--- src/design/sdt_pkg.sv ---
package sdt_pkg;

  localparam int MaxSpeakersDefault = 6;
  localparam int LedCountDefault = 18;
  localparam int Slots = 8;
  localparam int HalfTurn = 23040;
  localparam int FullTurn = 46080;

  // ceil(2^37 / 46080), exact floor division of products below 2^21
  localparam longint LedRecip = 64'd2982617;
  localparam int LedShift = 37;

  localparam logic [2:0] KIND_NEW = 3'd0;
  localparam logic [2:0] KIND_MATCHED = 3'd1;
  localparam logic [2:0] KIND_OVERLAP = 3'd2;
  localparam logic [2:0] KIND_FULL = 3'd3;
  localparam logic [2:0] KIND_LOW = 3'd4;
  localparam logic [2:0] KIND_LED = 3'd5;
  localparam logic [2:0] KIND_EMPTY = 3'd6;

  localparam logic [1:0] REG_SPREAD = 2'd0;
  localparam logic [1:0] REG_THRESH = 2'd1;
  localparam logic [1:0] REG_BRIGHT = 2'd2;

  function automatic logic signed [24:0] atan_entry(input logic [3:0] i);
    case (i)
      4'd0: atan_entry = 25'sd92160;
      4'd1: atan_entry = 25'sd54405;
      4'd2: atan_entry = 25'sd28746;
      4'd3: atan_entry = 25'sd14592;
      4'd4: atan_entry = 25'sd7324;
      4'd5: atan_entry = 25'sd3666;
      4'd6: atan_entry = 25'sd1833;
      4'd7: atan_entry = 25'sd917;
      4'd8: atan_entry = 25'sd458;
      4'd9: atan_entry = 25'sd229;
      4'd10: atan_entry = 25'sd115;
      4'd11: atan_entry = 25'sd57;
      4'd12: atan_entry = 25'sd29;
      4'd13: atan_entry = 25'sd14;
      4'd14: atan_entry = 25'sd7;
      default: atan_entry = 25'sd4;
    endcase
  endfunction

  function automatic logic [11:0] colour_entry(input logic [2:0] i);
    case (i)
      3'd0: colour_entry = {4'd12, 4'd0, 4'd0};
      3'd1: colour_entry = {4'd0, 4'd12, 4'd0};
      3'd2: colour_entry = {4'd0, 4'd0, 4'd9};
      3'd3: colour_entry = {4'd6, 4'd6, 4'd0};
      3'd4: colour_entry = {4'd6, 4'd0, 4'd5};
      3'd5: colour_entry = {4'd0, 4'd6, 4'd5};
      3'd6: colour_entry = {4'd12, 4'd0, 4'd0};
      default: colour_entry = {4'd0, 4'd12, 4'd0};
    endcase
  endfunction

  function automatic logic signed [15:0] wrap16(input logic signed [17:0] a);
    logic signed [17:0] r;
    r = a;
    if (r > 18'sd23040) r = r - 18'sd46080;
    if (r <= -18'sd23040) r = r + 18'sd46080;
    wrap16 = r[15:0];
  endfunction

endpackage

--- src/design/sdt_cordic.sv ---
module sdt_cordic (
  input  logic               clk,
  input  logic               rst,
  input  logic               start,
  input  logic signed [15:0] x_in,
  input  logic signed [15:0] y_in,
  output logic               done,
  output logic signed [15:0] angle
);
  import sdt_pkg::*;

  logic signed [25:0] cx;
  logic signed [25:0] cy;
  logic signed [24:0] z;
  logic [3:0] step;
  logic busy;
  logic signed [25:0] sx;
  logic signed [25:0] sy;
  logic signed [16:0] nx;
  logic signed [16:0] ny;

  assign sx = cx >>> step;
  assign sy = cy >>> step;
  assign nx = -{x_in[15], x_in};
  assign ny = -{y_in[15], y_in};

  always_ff @(posedge clk) begin
    if (rst) begin
      busy <= 1'b0;
      done <= 1'b0;
      step <= '0;
    end else begin
      done <= 1'b0;
      if (start) begin
        if (x_in == 16'sd0 && y_in == 16'sd0) begin
          done <= 1'b1;
        end else begin
          busy <= 1'b1;
          step <= '0;
          if (x_in < 0) begin
            z <= (y_in >= 0) ? 25'sd368640 : -25'sd368640;
            cx <= {{1{nx[16]}}, nx, 8'd0};
            cy <= {{1{ny[16]}}, ny, 8'd0};
          end else begin
            z <= '0;
            cx <= {{2{x_in[15]}}, x_in, 8'd0};
            cy <= {{2{y_in[15]}}, y_in, 8'd0};
          end
        end
      end else if (busy) begin
        if (cy > 0) begin
          cx <= cx + sy;
          cy <= cy - sx;
          z <= z + atan_entry(step);
        end else begin
          cx <= cx - sy;
          cy <= cy + sx;
          z <= z - atan_entry(step);
        end
        step <= step + 4'd1;
        if (step == 4'd15) busy <= 1'b0;
        if (step == 4'd15) done <= 1'b1;
      end
    end
  end

  logic signed [24:0] zf;
  logic signed [24:0] zfr;
  assign zf = (cy > 0) ? z + atan_entry(step) : z - atan_entry(step);
  assign zfr = (zf + 25'sd8) >>> 4;

  always_ff @(posedge clk) begin
    if (busy && step == 4'd15) angle <= wrap16(zfr[17:0]);
    else if (start && x_in == 16'sd0 && y_in == 16'sd0) angle <= '0;
  end

endmodule

--- src/design/sdt_divider.sv ---
module sdt_divider (
  input  logic               clk,
  input  logic               rst,
  input  logic               start,
  input  logic signed [16:0] num,
  input  logic [15:0]        den,
  output logic               done,
  output logic signed [16:0] quo
);
  logic [16:0] rem;
  logic [16:0] q;
  logic [4:0] cnt;
  logic busy;
  logic neg;
  logic [17:0] trial;

  assign trial = {rem[16:0], q[16]} - {2'b00, den};

  always_ff @(posedge clk) begin
    if (rst) begin
      busy <= 1'b0;
      done <= 1'b0;
      cnt <= '0;
    end else begin
      done <= 1'b0;
      if (start) begin
        busy <= 1'b1;
        cnt <= '0;
        rem <= '0;
        neg <= num[16];
        q <= num[16] ? 17'(-num) : 17'(num);
      end else if (busy) begin
        if (!trial[17]) begin
          rem <= trial[16:0];
          q <= {q[15:0], 1'b1};
        end else begin
          rem <= {rem[15:0], q[16]};
          q <= {q[15:0], 1'b0};
        end
        cnt <= cnt + 5'd1;
        if (cnt == 5'd16) begin
          busy <= 1'b0;
          done <= 1'b1;
        end
      end
    end
  end

  assign quo = neg ? -$signed(q) : $signed(q);

endmodule

--- src/design/speaker_direction_tracker.sv ---
// Speaker direction tracker. Observations are matched by bearing against up
// to MAX_SPEAKERS stored talkers, and an end of frame item gives one led drive
// transfer per stored speaker, one a cycle while the receiver takes them.
// Order of work for an observation: the iterative CORDIC (which a zero vector
// skips), a scan of the stored speaker table (skipped when none is stored), a
// decision, and for a matched turn that nudges the bearing the shared
// restoring divider. A low energy item or an empty frame answers at the
// accepting edge. in_stall is high while an item is in work and while a
// result waits in the output register, so the next item is taken only once
// the previous result has been taken and the tracker is back in idle.
module speaker_direction_tracker #(
  parameter int MAX_SPEAKERS = sdt_pkg::MaxSpeakersDefault,
  parameter int LED_COUNT = sdt_pkg::LedCountDefault
) (
  input  logic        clk,
  input  logic        rst,
  input  logic        psel,
  input  logic        penable,
  input  logic        pwrite,
  input  logic [3:0]  paddr,
  input  logic [31:0] pwdata,
  output logic [31:0] prdata,
  output logic        pready,
  input  logic        in_valid,
  output logic        in_stall,
  input  logic        op,
  input  logic signed [15:0] pos_x,
  input  logic signed [15:0] pos_y,
  input  logic [15:0] energy,
  output logic        out_valid,
  input  logic        out_stall,
  output logic [2:0]  kind,
  output logic [2:0]  slot,
  output logic [4:0]  led_index,
  output logic [15:0] turn_count,
  output logic [31:0] talk_ticks,
  output logic signed [15:0] bearing,
  output logic [7:0]  red,
  output logic [7:0]  green,
  output logic [7:0]  blue,
  output logic        last
);
  import sdt_pkg::*;

  typedef enum logic [6:0] {
    S_IDLE  = 7'b0000001,
    S_CORD  = 7'b0000010,
    S_SCAN  = 7'b0000100,
    S_DECI  = 7'b0001000,
    S_DIV   = 7'b0010000,
    S_FRAME = 7'b0100000,
    S_OUT   = 7'b1000000
  } state_t;

  localparam logic [26:0] LedMul = 27'(longint'(LED_COUNT) * LedRecip);

  state_t state;
  logic [14:0] match_window;
  logic [15:0] energy_threshold;
  logic [4:0] led_gain;

  logic [3:0] speaker_count;
  logic signed [15:0] speaker_angle [Slots];
  logic [4:0] speaker_led [Slots];
  logic [Slots-1:0] talking_now;
  logic [Slots-1:0] talked_before;
  logic [15:0] turns [Slots];
  logic [31:0] talk_time [Slots];

  logic signed [15:0] a;
  logic [2:0] idx;
  logic [3:0] hit_count;
  logic [2:0] who;
  logic signed [16:0] mdiff;
  logic frame_last;

  logic cord_start, cord_done;
  logic signed [15:0] cord_angle;
  logic div_start, div_done;
  logic signed [16:0] div_quo;

  sdt_cordic u_cordic (
    .clk(clk), .rst(rst), .start(cord_start), .x_in(pos_x), .y_in(pos_y),
    .done(cord_done), .angle(cord_angle)
  );

  sdt_divider u_div (
    .clk(clk), .rst(rst), .start(div_start), .num(mdiff), .den(turns[who]),
    .done(div_done), .quo(div_quo)
  );

  logic cfg_wr;
  assign cfg_wr = psel && penable && pwrite;
  assign pready = 1'b1;

  always_comb begin
    case (paddr[3:2])
      REG_SPREAD: prdata = {17'd0, match_window};
      REG_THRESH: prdata = {16'd0, energy_threshold};
      REG_BRIGHT: prdata = {27'd0, led_gain};
      default: prdata = '0;
    endcase
  end

  always_ff @(posedge clk) begin
    if (rst) begin
      match_window <= 15'd3200;
      energy_threshold <= 16'd32768;
      led_gain <= 5'd12;
    end else if (cfg_wr) begin
      case (paddr[3:2])
        REG_SPREAD: match_window <= pwdata[14:0];
        REG_THRESH: energy_threshold <= pwdata[15:0];
        REG_BRIGHT: led_gain <= pwdata[4:0];
        default: ;
      endcase
    end
  end

  // scan datapath
  logic signed [17:0] d_raw;
  logic signed [15:0] d_w;
  logic [15:0] d_abs;
  assign d_raw = 18'(speaker_angle[idx]) - 18'(a);
  assign d_w = wrap16(d_raw);
  assign d_abs = d_w[15] ? 16'(-d_w) : 16'(d_w);

  // led index of the observed bearing
  logic [15:0] led_d;
  logic [42:0] led_prod;
  logic [5:0] led_q;
  logic [4:0] led_new;
  assign led_d = 16'(18'sd23040 - 18'(a));
  assign led_prod = {27'd0, led_d} * {16'd0, LedMul};
  assign led_q = led_prod[LedShift +: 6];
  assign led_new = (led_q >= 6'(LED_COUNT)) ? 5'd0 : led_q[4:0];

  // colour of a frame slot
  logic [11:0] col;
  logic [8:0] cr, cg, cb;
  logic [4:0] br;
  assign col = colour_entry(idx);
  assign br = talking_now[idx] ? led_gain : 5'd0;
  assign cr = {4'd0, br} * {5'd0, col[11:8]};
  assign cg = {4'd0, br} * {5'd0, col[7:4]};
  assign cb = {4'd0, br} * {5'd0, col[3:0]};

  logic [15:0] turns_inc;
  assign turns_inc = (turns[who] < 16'hFFFF) ? turns[who] + 16'd1 : turns[who];

  assign frame_last = ({1'b0, idx} == speaker_count - 4'd1);

  assign in_stall = (state != S_IDLE) || out_valid;
  assign cord_start = (state == S_IDLE) && in_valid && !in_stall && !op &&
                      energy > energy_threshold;
  assign div_start = (state == S_DECI) && hit_count == 4'd1 && !talked_before[who];

  task automatic put(input logic [2:0] k, input logic [2:0] s, input logic [4:0] l,
                     input logic [15:0] t, input logic [31:0] tt,
                     input logic signed [15:0] b, input logic lst);
    kind <= k; slot <= s; led_index <= l; turn_count <= t; talk_ticks <= tt;
    bearing <= b; red <= '0; green <= '0; blue <= '0; last <= lst;
  endtask

  always_ff @(posedge clk) begin
    if (rst) begin
      state <= S_IDLE;
      out_valid <= 1'b0;
      speaker_count <= '0;
      talking_now <= '0;
      talked_before <= '0;
    end else begin
      if (out_valid && !out_stall && state != S_FRAME) out_valid <= 1'b0;
      case (state)
        S_IDLE: if (in_valid && !in_stall) begin
          idx <= '0;
          hit_count <= '0;
          if (op) begin
            if (speaker_count == 4'd0) begin
              put(KIND_EMPTY, 3'd0, 5'd0, 16'd0, 32'd0, 16'sd0, 1'b1);
              out_valid <= 1'b1;
            end else state <= S_FRAME;
          end else if (energy <= energy_threshold) begin
            put(KIND_LOW, 3'd0, 5'd0, 16'd0, 32'd0, 16'sd0, 1'b1);
            out_valid <= 1'b1;
          end else state <= S_CORD;
        end
        S_CORD: if (cord_done) begin
          a <= cord_angle;
          state <= (speaker_count == 4'd0) ? S_DECI : S_SCAN;
        end
        S_SCAN: begin
          if ({1'b0, d_abs} < {2'b00, match_window}) begin
            hit_count <= hit_count + 4'd1;
            who <= idx;
            mdiff <= 17'(d_w);
          end
          if ({1'b0, idx} == speaker_count - 4'd1) state <= S_DECI;
          else idx <= idx + 3'd1;
        end
        S_DECI: begin
          if (hit_count == 4'd0) begin
            if (speaker_count >= 4'(MAX_SPEAKERS)) begin
              put(KIND_FULL, 3'd0, led_new, 16'd0, 32'd0, a, 1'b1);
            end else begin
              speaker_angle[speaker_count[2:0]] <= a;
              speaker_led[speaker_count[2:0]] <= led_new;
              talking_now[speaker_count[2:0]] <= 1'b1;
              talked_before[speaker_count[2:0]] <= 1'b0;
              turns[speaker_count[2:0]] <= 16'd1;
              talk_time[speaker_count[2:0]] <= 32'd0;
              speaker_count <= speaker_count + 4'd1;
              put(KIND_NEW, speaker_count[2:0], led_new, 16'd1, 32'd0, a, 1'b1);
            end
            out_valid <= 1'b1;
            state <= S_OUT;
          end else if (hit_count == 4'd1) begin
            talking_now[who] <= 1'b1;
            if (talk_time[who] != 32'hFFFFFFFF) talk_time[who] <= talk_time[who] + 32'd1;
            if (!talked_before[who]) begin
              turns[who] <= turns_inc;
              state <= S_DIV;
            end else begin
              put(KIND_MATCHED, who, speaker_led[who], turns[who],
                  (talk_time[who] != 32'hFFFFFFFF) ? talk_time[who] + 32'd1 : talk_time[who],
                  speaker_angle[who], 1'b1);
              out_valid <= 1'b1;
              state <= S_OUT;
            end
          end else begin
            put(KIND_OVERLAP, who, speaker_led[who], turns[who], talk_time[who],
                speaker_angle[who], 1'b1);
            out_valid <= 1'b1;
            state <= S_OUT;
          end
        end
        S_DIV: if (div_done) begin
          speaker_angle[who] <= wrap16(18'(speaker_angle[who]) + 18'(div_quo));
          put(KIND_MATCHED, who, speaker_led[who], turns[who], talk_time[who],
              wrap16(18'(speaker_angle[who]) + 18'(div_quo)), 1'b1);
          out_valid <= 1'b1;
          state <= S_OUT;
        end
        S_FRAME: if (!out_valid || !out_stall) begin
          kind <= KIND_LED;
          slot <= idx;
          led_index <= speaker_led[idx];
          turn_count <= turns[idx];
          talk_ticks <= talk_time[idx];
          bearing <= speaker_angle[idx];
          last <= frame_last;
          red <= cr[8] ? 8'hFF : cr[7:0];
          green <= cg[8] ? 8'hFF : cg[7:0];
          blue <= cb[8] ? 8'hFF : cb[7:0];
          out_valid <= 1'b1;
          talked_before[idx] <= talking_now[idx];
          talking_now[idx] <= 1'b0;
          if (frame_last) state <= S_OUT;
          else idx <= idx + 3'd1;
        end
        S_OUT: state <= S_IDLE;
        default: state <= S_IDLE;
      endcase
    end
  end

  assert property (@(posedge clk) disable iff (rst)
    speaker_count <= 4'(MAX_SPEAKERS)) else $error("speaker count overflow");
  assert property (@(posedge clk) disable iff (rst)
    out_valid && out_stall |=> out_valid && $stable(kind) && $stable(slot))
    else $error("result lost under stall");
  assert property (@(posedge clk) disable iff (rst)
    state == S_IDLE && in_valid && !in_stall |=> in_stall)
    else $error("accepted while busy");
  assert property (@(posedge clk) disable iff (rst)
    div_start |-> state == S_DECI && hit_count == 4'd1)
    else $error("divider started outside single match");

endmodule

--- config.mk ---
export PLATFORM = sky130hd
export DESIGN_NAME = speaker_direction_tracker
export DESIGN_NICKNAME = d
export VERILOG_FILES = /design/src/design/sdt_pkg.sv /design/src/design/sdt_cordic.sv /design/src/design/sdt_divider.sv /design/src/design/speaker_direction_tracker.sv
export SDC_FILE = /design/constraint.sdc
export NUM_CORES = 2
export LEC_CHECK = 0
export ABC_AREA = 1
export BUFFER_PORTS_ARGS = -buffer_cell sky130_fd_sc_hd__buf_2
export CORE_MARGIN = 5
export CORE_UTILIZATION = 62
export DETAILED_ROUTE_END_ITERATION = 10
export HOLD_SLACK_MARGIN = 0.03
export PLACE_DENSITY = 0.86
export SYNTH_ARGS = -nofsm -noshare
export SYNTH_HDL_FRONTEND = slang
export SYNTH_SLANG_ARGS = --single-unit
--- constraint.sdc ---
create_clock -name clk -period 18.1 [get_ports clk]
set_clock_uncertainty 0.15 [all_clocks]
set_input_delay 2.715 -clock clk [delete_from_list [all_inputs] [get_ports clk]]
set_output_delay 2.715 -clock clk [all_outputs]
set_load 0.01 [all_outputs]
**After elaboration in Yosys (flattened, before gate mapping)**

Memories as Yosys holds them, arrays and structs flattened. A register that Yosys moved wholly into a read port is not among the register bits.
Cells that the tools add are included.

- Add/subtract/negate cells: 32
- Multiply operators: 4
- Magnitude comparators: 21
- Equal/unequal tests: 37
- Shift-type cells: 2
- Muxes and demuxes: 253
- Bitwise logic cells: 9
- Reductions and logical operators: 60

Operator list:

| kind | number |
|---|---|
| 2-to-1 mux 16 bit | 26 |
| 2-to-1 mux 32 bit | 11 |
| 2-to-1 mux 25 bit | 14 |
| 2-to-1 mux 26 bit | 10 |
| 2-to-1 mux 8 bit | 21 |
| one-hot mux 16 bit (4 select lines) | 2 |
| one-hot mux 32 bit (4 select lines) | 1 |
| 2-to-1 mux 18 bit | 7 |
| 2-to-1 mux 17 bit | 6 |
| 2-to-1 mux 3 bit | 33 |
| one-hot mux 8 bit (4 select lines) | 3 |
| 2-to-1 mux 7 bit | 12 |
| 2-to-1 mux 1 bit | 62 |
| one-hot mux 12 bit (5 select lines) | 1 |
| 2-to-1 mux 4 bit | 14 |
| 2-to-1 mux 5 bit | 11 |
| <= comparator 18 x 16 -> 1 bit, second input constant | 3 |
| adder 26 bit | 2 |
| >>> shifter 26 x 4 -> 26 bit | 2 |
| subtractor 26 bit | 2 |
| negator 17 bit | 3 |
| adder 16 bit, second input constant | 3 |
| one-hot mux 16 bit (3 select lines) | 1 |
| one-hot mux 7 bit (6 select lines) | 1 |
| 90 further kinds | 167 |

- Register bits: 347
- Memory bits (writable): 552
- ROM bits: 1088
- Bits of input ports: 92
- Output and inout bits: 135
- Word-level logic and storage cells: 462
- Memories: 8

Memory list:

| name | words | width | rd ports | clocked after Yosys merged registers in | write ports | line | text |
|---|---|---|---|---|---|---|---|
| (name not given) | 16 | 17 | 1 | 1 | 0 | sdt_pkg.sv:26 | `case (i)` |
| (name not given) | 16 | 17 | 1 | 1 | 0 | sdt_pkg.sv:26 |  |
| (name not given) | 16 | 17 | 1 | 1 | 0 | sdt_pkg.sv:26 |  |
| (name not given) | 16 | 17 | 1 | 1 | 0 | sdt_pkg.sv:26 |  |
| talk_time | 8 | 32 | 2 | 2 | 1 | speaker_direction_tracker.sv:68 | `logic [31:0] talk_time [Slots];` |
| speaker_angle | 8 | 16 | 2 | 2 | 1 | speaker_direction_tracker.sv:63 | `logic signed [15:0] speaker_angle [Slots];` |
| 2 more memories | -- | -- | -- | -- | -- | -- |  |

**Logic depth before layout (Yosys ltp)**

- Word-level depth: 14
- Mapped depth: 57
- Depth with buffers taken out: 55

**By module**

From an unflattened synthesis, not the netlist that was laid out.

- Cells, all modules: 8087
- Area, all modules: 65192.5 µm²

Modules (own cells, without submodules):

| module | times used | cells each | area each (µm²) | seq. area each (µm²) |
|---|---|---|---|---|
| speaker_direction_tracker | 1 | 5440 | 48077.4 | 22241.3 |
| sdt_cordic | 1 | 2078 | 13262.7 | 3163.0 |
| sdt_divider | 1 | 569 | 3852.4 | 1191.1 |

**Least setup slack after synthesis**

No wires, ideal clock.

- Kind: input to register
- From: input port energy[13]
- To: register bearing[0], enable pin
- Setup time: 591 ps
- Arrival: 8757 ps
- Data required time: 17359 ps
- Slack: 8602 ps
- Cell stages on the path: 10
- Path buffers: 0
- Cells stage by stage: ha_1 -> a21oi_1 -> nor2_1 -> a2111oi_0 -> nand2_1 -> nand2_1 -> nor2_1 -> a21oi_1 -> nand2_1 -> a21oi_1

- Word-level cells in the longest chain between the ends: 3

Ends and longest elaborated chain:

| item | line | text |
|---|---|---|
| start, declared | speaker_direction_tracker.sv:29 | `input logic [15:0] energy,` |
| <= comparator 16 bit | speaker_direction_tracker.sv:183 | `end else if (energy <= energy_threshold) begin` |
| != test 3 x 2 -> 1 bit (no source line) | -- |  |
| AND reduction 8 bit (no source line) | -- |  |
| end signal, assigned | speaker_direction_tracker.sv:250 | `bearing <= speaker_angle[idx];` |
| end, declared | speaker_direction_tracker.sv:37 | `output logic signed [15:0] bearing,` |

Every way passes these cells.
A chain may end at the register's enable or synchronous reset.

**Worst setup path in the final report**

- From: register a[0]
- To: register led_index[4], data pin

- Word-level cells in the longest chain between the ends: 6

Ends and longest elaborated chain:

| item | line | text |
|---|---|---|
| start, declared | speaker_direction_tracker.sv:70 | `logic signed [15:0] a;` |
| start signal, assigned | speaker_direction_tracker.sv:189 | `a <= cord_angle;` |
| subtractor 16 bit * | speaker_direction_tracker.sv:133 | `assign led_d = 16'(18'sd23040 - 18'(a));` |
| multiplier 16 x 25 -> 41 bit * | speaker_direction_tracker.sv:134 | `assign led_prod = {27'd0, led_d} * {16'd0, LedMul};` |
| greater-or-equal comparator 5 bit | speaker_direction_tracker.sv:136 | `assign led_new = (led_q >= 6'(LED_COUNT)) ? 5'd0 : led_q[4:0];` |
| 2-to-1 mux 5 bit * | speaker_direction_tracker.sv:136 |  |
| named net led_new[4] | speaker_direction_tracker.sv:132 | `logic [4:0] led_new;` |
| 2-to-1 mux 5 bit * | speaker_direction_tracker.sv:202 | `if (hit_count == 4'd0) begin` |
| one-hot mux 5 bit (4 select lines) * | speaker_direction_tracker.sv:174 | `case (state)` |
| end signal, assigned | speaker_direction_tracker.sv:247 | `led_index <= speaker_led[idx];` |
| end, declared | speaker_direction_tracker.sv:34 | `output logic [4:0] led_index,` |

The timed path passes the listed nets; every way through them passes the cells marked *.

==> qor.tcl <==
set qor(status) {finished, violations left}
set qor(failing_checks) {design-rule violations}
set qor(worst_path_max_delay_cell) {sky130_fd_sc_hd__edfxtp_1}
set qor(synthToLayoutAreaGrowth_pct) 7.93
set qor(die-width_um) 330
set qor(drt_first_iter_violations) 7179
set qor(timing.hold.worst.class) {flop to flop}
set qor(timing.max_slew.rel_slack_pct) 17.2
set qor(report.final.hold_viol_count) 0
set qor(critical_path.top_delay_family) {adder cells}
set qor(m3_gr_usage_pct) 5.65
set qor(crit_cells) 32
set qor(core_area_mm2) 0.102
set qor(critical_path.max_fanout) 12
set qor(clk-insertion-delay-late_ns) 0.71
set qor(timing.final.max_slew_violations) 0
set qor(post-route-cell-area_mm2) 0.0687
set qor(synthesized_flop_and_latch_total) 919
set qor(drt-vias-per-instance) 6.23
set qor(tritoncts_num_sinks) 919
set qor(vias) 57400
set qor(globalRouteOverflowTotal) 0
set qor(worst_hold_path.num_cells) 0
set qor(post_synthesis_instance_area_mm2) 0.0637
set qor(die_area_mm2) 0.109
set qor(drive_gt1_share_pct) 7.28
set qor(synthArstFlopShare_pct) 0
set qor(power.total_uw) 10600
set qor(remaining_drc_errors) 2
set qor(power_frac_comb_pct) 55.3
set qor(num_rows) 117
set qor(place_area_mm2) 0.0656
set qor(worst_setup_path_start_kind) {flop}
set qor(setup_viol) 0
set qor(ant_nets) 0
set qor(cts_root_buffer) {sky130_fd_sc_hd__clkbuf_16}
set qor(synth_warnings) 0
set qor(crit_required_ns) 18.39
set qor(reg2reg_depth) 32
set qor(yosysUniqueCellTypes) 80
set qor(postCtsSetupRepairBufs) 0
set qor(floorplan.initialDensity_pct) 62.5
set qor(floorplan.die.height_um) 330
set qor(drt-pass1-iter-count) 9
set qor(finalCriticalPeriod_ns) 9.70
set qor(synth_sequential_area_ratio_pct) 41.8
set qor(numCtsBuffers) 96
set qor(power.share.switching_pct) 47.2
set qor(cts_hold_repair.buffers) 0
set qor(synth-edff-count) 819
set qor(post_cts.resized_instances) 0
set qor(met2_usage_pct) 54.0
set qor(switching_power_uw) 4990
set qor(initial_antenna_violation_count) 4
set qor(routed_wirelength_um) 185000
set qor(clock_path_buffers) 3
set qor(share_seq_of_total_power_pct) 25.8
set qor(grt_usage_pct) 32.9
set qor(num-nets-final) 8315
set qor(ir_drop_v) 0.000268
set qor(fmax_ghz) 0.103
set qor(unrepaired_setup_endpoints_after_global_routing) {false}
set qor(crit_path_max_incr_delay_ns) 0.73
set qor(maxCapViolations) 0
set qor(avgRoutedWirePerCell_um) 20.0
set qor(worst_setup_hold_path_clk_slew_ns) 0.06
set qor(post-dp-hpwl_um) 124000
set qor(intPower_uw) 5600
set qor(final_hold_slack_ns) 0.266
set qor(grt_first_pass_wirelength_um) 288000
set qor(dominant_synthesized_flop_cell) {sky130_fd_sc_hd__edfxtp_1}
set qor(routabilityCongestion) 0.989
set qor(buffer_ports.inserted) 191
set qor(p_per_area_mw_per_mm2) 154
set qor(first_global_vias) 55000
set qor(timing_worst_slew_pin_value_ns) 1.23
set qor(cts_tree) {yes}
set qor(timing.critical_path.arrival_ns) 9.99
set qor(top_usage_layer) {met2}
set qor(grt_start_max_net_pins) 243
set qor(use_met1_pct) 42.6
set qor(worstSetupEndpointType) {flop}
set qor(setup.worst_path.class) {flop to flop}
set qor(post-route-period-util_pct) 53.6
set qor(synthCells) 7730
set qor(clock_tree.htree_level_count) 3
set qor(postSynthAreaPerCell_um2) 8.24
set qor(totalNegativeSetupSlack_ns) 0
set qor(path_buf_inv) 5
set qor(p_leak_uw) 0.0291
set qor(clkPwrFrac_pct) 18.9
set qor(io_pins) 227
## cell families (layout without fill, tap and decap cells)
logic type      after synthesis  after routing  synth area share, %
xor+xnor                    288            288                 4.04
mux                          18             18                0.283
other cells                   2             31               0.0118
simple gates               2501           2501                 16.5
buf+inv                    1387           1471                 8.54
fa+ha+maj                   467            467                 10.4
compound gates             2148           2148                 18.5
flops                       919            919                 41.8
## through the flow
step / cells / worst slack (ns) / util (%)
6_report: 9211 / 8.40 / 67.5
5_1_grt: 9209 / 7.80 / 67.4
4_1_cts: 9207 / 8.58 / 67.4
3_5_place_dp: 9026 / 8.65 / 64.4
3_3_place_gp: 9026 / 8.86 / 64.4
2_1_floorplan: 7755 / 8.60 / -
## registers in the layout, indices dropped and copies added, names as in the netlist, 7 cells and up, named ones only
register          cells
u_div.rem            17
turns               128
match_window         15
u_cordic.angle       16
mdiff                16
a                    16
talk_time           256
u_cordic.cy          26
state                 7
turn_count           16
speaker_led          40
talk_ticks           32
energy_threshold     16
talking_now           8
blue                  8
speaker_angle       128
red                   8
talked_before         8
u_cordic.cx          26
green                 8
u_div.q              17
u_cordic.z           22
bearing              16
## final timing paths
| check | start | to | slack, ns |
|---|---|---|---|
| max reg2reg | a[0]$_DFFE_PP_ | led_index[4]$_SDFFCE_PP0P_ | 8.40 |
| min reg2reg | u_cordic.angle[9]$_SDFFCE_PN0P_ | a[9]$_DFFE_PP_ | 0.27 |
| max | a[0]$_DFFE_PP_ | led_index[4]$_SDFFCE_PP0P_ | 8.40 |
| min | u_cordic.angle[9]$_SDFFCE_PN0P_ | a[9]$_DFFE_PP_ | 0.27 |
## cell type report
type                    count  area, um^2
repair buffers            263        1520
diodes                      4        10.0
fillers                  7897       33200
multi-input cells        5449       31900
clock inverters            71         669
flip-flops and latches    919       26600
well taps                1368        1710
inverters                1027        3860
clock buffers             110        2470
## cells in the mapped netlist (8+ instances only)
| master | count | share of area, % |
|---|---|---|
| sky130_fd_sc_hd__nand2_1 | 1227 | 7.2 |
| sky130_fd_sc_hd__inv_1 | 989 | 5.8 |
| sky130_fd_sc_hd__nand4_1 | 59 | 0.58 |
| sky130_fd_sc_hd__or2_2 | 13 | 0.13 |
| sky130_fd_sc_hd__nor3_1 | 80 | 0.63 |
| sky130_fd_sc_hd__o2111ai_1 | 9 | 0.12 |
| sky130_fd_sc_hd__a221oi_1 | 11 | 0.15 |
| sky130_fd_sc_hd__a311oi_1 | 12 | 0.17 |
| sky130_fd_sc_hd__o21ai_1 | 61 | 0.48 |
| sky130_fd_sc_hd__a21oi_1 | 570 | 4.5 |
| sky130_fd_sc_hd__o22ai_1 | 29 | 0.28 |
| sky130_fd_sc_hd__clkbuf_1 | 248 | 1.5 |
| sky130_fd_sc_hd__edfxtp_1 | 819 | 39 |
| sky130_fd_sc_hd__a31oi_1 | 54 | 0.53 |
| sky130_fd_sc_hd__nand3b_1 | 13 | 0.15 |
| sky130_fd_sc_hd__mux2i_1 | 18 | 0.28 |
| sky130_fd_sc_hd__inv_2 | 30 | 0.18 |
| sky130_fd_sc_hd__o221ai_1 | 32 | 0.44 |
| sky130_fd_sc_hd__nand3_1 | 266 | 2.1 |
| sky130_fd_sc_hd__o21bai_1 | 13 | 0.15 |
| sky130_fd_sc_hd__xnor2_1 | 81 | 1.1 |
| sky130_fd_sc_hd__o31ai_1 | 10 | 0.12 |
| sky130_fd_sc_hd__nor2_1 | 742 | 4.4 |
| sky130_fd_sc_hd__buf_2 | 47 | 0.37 |
| sky130_fd_sc_hd__o21ai_0 | 1128 | 8.9 |
| sky130_fd_sc_hd__ha_1 | 364 | 7.2 |
| sky130_fd_sc_hd__nor4_1 | 20 | 0.20 |
| sky130_fd_sc_hd__nand2_2 | 28 | 0.28 |
| sky130_fd_sc_hd__fa_1 | 103 | 3.2 |
| sky130_fd_sc_hd__a211oi_1 | 24 | 0.28 |
| sky130_fd_sc_hd__nor2_2 | 8 | 0.079 |
| sky130_fd_sc_hd__buf_4 | 33 | 0.39 |
| sky130_fd_sc_hd__a21o_1 | 10 | 0.12 |
| sky130_fd_sc_hd__buf_1 | 26 | 0.15 |
| sky130_fd_sc_hd__dfxtp_1 | 100 | 3.1 |
| sky130_fd_sc_hd__xor2_1 | 203 | 2.8 |
| sky130_fd_sc_hd__o211ai_1 | 130 | 1.5 |
## cells in the final DEF, fill, tap and decap left out, types with 15 or more instances in the layout
cell	netlist	final
sky130_fd_sc_hd__nor4_1	20	19
sky130_fd_sc_hd__nand4_1	59	59
sky130_fd_sc_hd__fa_1	103	103
sky130_fd_sc_hd__nand2_1	1227	1226
sky130_fd_sc_hd__o21ai_0	1128	1128
sky130_fd_sc_hd__o221ai_1	32	32
sky130_fd_sc_hd__ha_1	364	364
sky130_fd_sc_hd__a21oi_1	570	569
sky130_fd_sc_hd__nand3_1	266	266
sky130_fd_sc_hd__conb_1	2	27
sky130_fd_sc_hd__nor3_1	80	78
sky130_fd_sc_hd__o22ai_1	29	29
sky130_fd_sc_hd__dfxtp_1	100	93
sky130_fd_sc_hd__mux2i_1	18	18
sky130_fd_sc_hd__a31oi_1	54	54
sky130_fd_sc_hd__xor2_1	203	203
sky130_fd_sc_hd__o211ai_1	130	130
sky130_fd_sc_hd__buf_2	47	191
sky130_fd_sc_hd__inv_1	989	988
sky130_fd_sc_hd__clkbuf_16	0	96
sky130_fd_sc_hd__buf_4	33	70
sky130_fd_sc_hd__inv_2	30	30
sky130_fd_sc_hd__o21ai_1	61	61
sky130_fd_sc_hd__edfxtp_1	819	819
sky130_fd_sc_hd__clkinv_1	7	28
sky130_fd_sc_hd__nand2_2	28	29
sky130_fd_sc_hd__a211oi_1	24	24
sky130_fd_sc_hd__xnor2_1	81	81
sky130_fd_sc_hd__nor2_1	742	730
sky130_fd_sc_hd__nor2_4	7	17
sky130_fd_sc_hd__clkinv_2	1	15
## worst reg2reg max path: cells and delay by family (launching register included)
kind                       cells  cell delay [ns]
xor gates and xnor gates       2             1.03
adders and majority gates      8             3.65
DFF                            1             0.73
buffers and inverters          5             0.95
and+or+nand+nor               11             1.86
AOI/OAI and AO/OA              6             1.11
## power by group through the flow
| stage | sequential [uW] | combinational (uW) | clock [uW] |
|---|---|---|---|
| global placement | 2770 | 5470 | 0 |
| global route | 2750 | 6560 | 2090 |
| detailed placement | 2770 | 5690 | 0 |
| CTS | 2730 | 5760 | 2000 |
| floorplan | 2720 | 4370 | 0 |
| finish | 2740 | 5860 | 2000 |
## layer usage
metal  wire [um]  up-vias
met5          14        -
met4        9550        2
met3       20700      682
met2       85800     3569
met1       68600    26700
li1            -    26400
(Power assumes the default switching activity.)
